### src/rtl/fbfl_pkg.sv
// Shared widths, codes and payload types of the fixed-block free-list allocator.
package fbfl_pkg;

	localparam int ADDR_W    = 32;
	localparam int SIZE_W    = 17;
	localparam int ESIZE_W   = 18;
	localparam int CNT_W     = 11;
	localparam int IDX_W     = 10;
	localparam int OP_W      = 2;
	localparam int ST_W      = 2;
	localparam int REG_IDX_W = 2;
	localparam int DATA_W    = 32;
	localparam int EXT_W     = CNT_W + ESIZE_W;
	localparam int QUO_W     = CNT_W;
	localparam int DIV_W     = EXT_W;

	localparam logic [SIZE_W-1:0] SIZE_RST  = SIZE_W'(64);
	localparam logic [CNT_W-1:0]  COUNT_RST = CNT_W'(1024);

	typedef enum logic [OP_W-1:0] {
		OP_ALLOC = 2'd0,
		OP_FREE  = 2'd1,
		OP_RESET = 2'd2
	} op_t;

	typedef enum logic [ST_W-1:0] {
		ST_DONE   = 2'd0,
		ST_EMPTY  = 2'd1,
		ST_REJECT = 2'd2
	} status_t;

	typedef enum logic [REG_IDX_W-1:0] {
		REG_BASE  = 2'd0,
		REG_SIZE  = 2'd1,
		REG_COUNT = 2'd2
	} reg_t;

	typedef struct packed {
		logic               start;
		logic [DIV_W-1:0]   dividend;
		logic [ESIZE_W-1:0] divisor;
	} div_req_t;

	typedef struct packed {
		logic             done;
		logic [QUO_W-1:0] quotient;
		logic             exact;
	} div_rsp_t;

endpackage

### src/rtl/fbfl_div.sv
// Restoring divider, one quotient bit per cycle, for turning a byte offset into a block index.
module fbfl_div import fbfl_pkg::*; (
	input  logic     clk,
	input  logic     arst_n,
	input  div_req_t req,
	output div_rsp_t rsp
);

	localparam int STEP_W = $clog2(QUO_W);

	logic              busy_q;
	logic              done_q;
	logic [STEP_W-1:0] step_q;
	logic [DIV_W-1:0]  rem_q;
	logic [DIV_W-1:0]  dsh_q;
	logic [QUO_W-1:0]  quo_q;
	logic              ge;

	assign ge = (rem_q >= dsh_q);

	always_ff @(posedge clk or negedge arst_n) begin
		if (!arst_n) begin
			busy_q <= 1'b0;
			done_q <= 1'b0;
			step_q <= '0;
		end else begin
			done_q <= 1'b0;
			if (req.start) begin
				busy_q <= 1'b1;
				step_q <= STEP_W'(QUO_W - 1);
			end else if (busy_q) begin
				step_q <= step_q - 1'b1;
				if (step_q == '0) begin
					busy_q <= 1'b0;
					done_q <= 1'b1;
				end
			end
		end
	end

	always_ff @(posedge clk) begin
		if (req.start) begin
			rem_q <= req.dividend;
			dsh_q <= DIV_W'({req.divisor, {(QUO_W-1){1'b0}}});
			quo_q <= '0;
		end else if (busy_q) begin
			if (ge) begin
				rem_q <= rem_q - dsh_q;
			end
			quo_q <= {quo_q[QUO_W-2:0], ge};
			dsh_q <= dsh_q >> 1;
		end
	end

	assign rsp.done     = done_q;
	assign rsp.quotient = quo_q;
	assign rsp.exact    = (rem_q == '0);

	property p_start_idle;
		@(posedge clk) disable iff (!arst_n) req.start |-> !busy_q;
	endproperty
	a_start_idle: assert property (p_start_idle) else $error("divider restarted while busy");

	property p_done_after_busy;
		@(posedge clk) disable iff (!arst_n) $rose(done_q) |-> $past(busy_q);
	endproperty
	a_done_after_busy: assert property (p_done_after_busy)
		else $error("divider done without a run");

	property p_rem_bound;
		@(posedge clk) disable iff (!arst_n) rsp.done |-> (rem_q < (dsh_q << 1));
	endproperty
	a_rem_bound: assert property (p_rem_bound) else $error("divider remainder not reduced");

endmodule

### config.mk
export PLATFORM = sky130hd
export DESIGN_NAME = fbfl_div
export DESIGN_NICKNAME = d
export VERILOG_FILES = /design/src/rtl/fbfl_pkg.sv /design/src/rtl/fbfl_div.sv
export SDC_FILE = /design/constraint.sdc
export NUM_CORES = 1
export LEC_CHECK = 0
export ABC_AREA = 1
export BUFFER_PORTS_ARGS = -buffer_cell sky130_fd_sc_hd__buf_4
export CORE_UTILIZATION = 40
export CTS_CLUSTER_DIAMETER = 30
export DETAILED_ROUTE_END_ITERATION = 7
export HOLD_SLACK_MARGIN = 0.15
export PLACE_DENSITY = 0.64
export SYNTH_ARGS = -nofsm -noshare
export SYNTH_HDL_FRONTEND = slang
export SYNTH_SLANG_ARGS = --single-unit
export TNS_END_PERCENT = 5
### constraint.sdc
create_clock -name clk -period 2.51 [get_ports clk]
set_input_delay 0.1255 -clock clk [delete_from_list [all_inputs] [get_ports clk]]
set_output_delay 0.1255 -clock clk [all_outputs]
set_load 0.02 [all_outputs]
==> flow_summary.yaml <==
logic_synthesis:
  synth.area.top_cells: "edfxtp_1 (27%), nand2_1 (21%), inv_1 (10%), dfxtp_1 (8.1%), ha_1 (7.3%)"
  synth_top_cell_area_share: 0.2727
  synth-seq-cells: 74
  yosysWarnings: 0
  synth_nets: 835
  yosysSeqAreaShare: 0.3830
  synth_cell_types: 35
  synth-edff-count: 47
  synth_cells: 754
  synth.avg_cell_area_um2: 6.863
  syn_area_um2: 5175
  synth_commonest_cells: "nand2_1 (285), inv_1 (143), edfxtp_1 (47)"
  yosys.area.top_type: "edfxtp_1"
  postSynth.asyncResetShare: 0.08108
  yosysMostFrequentCell: "nand2_1"
  ys.flop_type: "edfxtp_1"
route:
  detail_route.first_pass.iterations: 5
  drt_iter0_markers: 237
  viasPerCell: 4.728
  vias: 4955
  routed_wl_um: 13800
  wl_per_cell_um: 13.17
  drc: 0
  ant_nets: 0
power_and_ir_drop:
  p_seq_frac: 0.272
  p_int_w: 0.003883
  power_w: 0.006972
  ir_worst_vdd_mv: 0.6280
  power.density_nw_per_um2: 1043
  sw_frac_of_total: 0.4430
  p_clk_frac: 0.186
  pwr-share-comb: 0.541
  power.net_switching_w: 0.003089
  total_leakage_power_nw: 3.428
floorplanning:
  die_h_um: 115.7
  die_w_um: 115.7
  top_level_ports: 63
  start_util: 0.4101
  core_area_um2: 12620
  rows: 41
  die_area_um2: 13400
sta:
  worst-slew-pin-transition_ns: 0.5742
  setup_violations: 0
  min_period_ns: 2.344
  finalMaxSlewViolations: 0
  maxSlewHeadroom: 0.6172
  hold_violations: 0
  tns_ns: 0
  rsz0062_at_grt: "false"
  skew_ns: 0.009530
  hold_slack_ns: 0.3524
  timing.fmax_mhz: 426.5
  period_share: 0.9340
global_route:
  overflow: 0
  grt_pass1_wl_um: 22220
  grt_pass1_vias: 4653
  grt_antenna_before_repair: 0
  grt_max_degree: 58
  grtUsageTotal: 0.2188
place:
  place_congestion: 0.8951
  hpwl_um: 10470
  place.port_buffers: 62
cts:
  cts_buffers: 9
  clock_sinks: 74
  cts_tree: "done"
  root_buffer: "clkbuf_16"
  path_clk_slew_ns: 0.06
  clk_latency_ns: 0.35
  ctsLongestPathBuffers: 2
  h-tree-depth: 3
  post_cts_buffers: 0
cells_and_area:
  fill_cells: 1285
  area_growth_pct: 29.18
  drive_gt1_frac: 0.1244
  fin_nets: 952
  multiInputGateArea_um2: 2589
  seq_area_um2: 1982
  diodes: 0
min_path:
  hold_class: "in -> reg"
  hp-start: "req[47]"
  holdPathEnd: "busy_q"
  min_path_cells: 3
worst_setup_path:
  crit_path_end_kind: "register"
  path_max_fanout: 16
  reg2reg_from: "rem_q[2]"
  worstRegToRegCells: 12
  cp.required_ns: 2.56
  reg2reg_slack_ns: 0.17
  crit_type: "reg -> reg"
  timing.rr.end: "rem_q[12]"
  arrival_ns: 2.40
  start_kind: "register"
run_status:
  status: "finished, final reports clean"
job:
  cap_violations: 0
stage by stage:
stage	std cells	cell area (um^2)	utilization	setup slack, ns
floorplan	754	5175	-	0.09082
global placement	983	5884	0.4663	0.1915
detailed placement	983	5884	0.4663	0.2115
CTS	1048	6678	0.5291	0.1955
global route	1048	6685	0.5297	0.05741
finish	1048	6685	0.5297	0.1656
timing repair:
action / CTS / global route
resized for setup: 0 / 2
endpoints found under the setup margin: 0 / 24
hold buffers: 49 / 0
hold endpoints to repair: 53 / 0
worst max-delay path by stage:
stage                        start         to  slack, ns
after global routing      rem_q[2]  rem_q[12]       0.06
after CTS                 rem_q[2]  rem_q[12]       0.20
after floorplan           rem_q[2]   rem_q[0]       0.09
after global placement    rem_q[2]  rem_q[15]       0.19
after detailed placement  rem_q[0]  rem_q[20]       0.21
final                     rem_q[2]  rem_q[12]       0.17
critical path, cell delays in order, from the launching register on:
cell	delay (ns)
edfxtp_1	0.42
ha_1	0.41
nand2_1	0.07
nor2_1	0.16
nand2_1	0.08
nand3_2	0.10
nand3_1	0.09
nand2_2	0.10
nand2_1	0.07
nand3_1	0.11
nand2_1	0.06
nand2_1	0.16
buf_12	0.19
cell families (layout without fill, tap and decap cells):
kind of cell,Yosys count,after routing,share of synthesized area
flops,74,74,0.3830
simple gates,416,416,0.3433
xor+xnor,4,4,0.006771
buf+inv,160,282,0.1182
compound gates,69,69,0.07229
fa+ha+maj,31,31,0.07640
placed cells by master, fill, tap and decap left out, types with 21 or more instances in the layout:
cell type and count:
buf_4 69, dfxtp_1 21, dlygate4sd3_1 49, edfxtp_1 47
ha_1 30, inv_1 143, nand2_1 285, nand3_1 44
nor2_1 38, o21ai_0 29
state kept, by name (all words and copies together) (netlist names):
register	count
dsh_q	28
done_q	1
busy_q	1
step_q	4
quo_q	11
rem_q	29
metal layers:
metal,share of wire,up-vias,GRT usage,wire length [um]
li1,-,2615,-,-
met1,0.49,2224,0.2860,6733
met2,0.46,102,0.3665,6350
met3,0.036,14,0.03661,498
met4,0.016,0,0.07607,216
met5,0,-,0,0
layout make-up:
type	count	share of cell area
flip-flops and latches	74	0.2965
clock inverters	3	0.002995
repair buffers	120	0.1568
well taps	172	0.03219
inverters	146	0.08198
multi-input cells	520	0.3872
clock buffers	13	0.04230
power groups by stage:
stage               logic, W  registers (W)  clock network [W]
floorplan            0.00273        0.00188                  0
global placement     0.00368        0.00191                  0
detailed placement   0.00368        0.00192                  0
CTS                  0.00377        0.00190            0.00133
global route         0.00430        0.00194            0.00136
finish               0.00378        0.00190            0.00130
(Power assumes the default switching activity.)
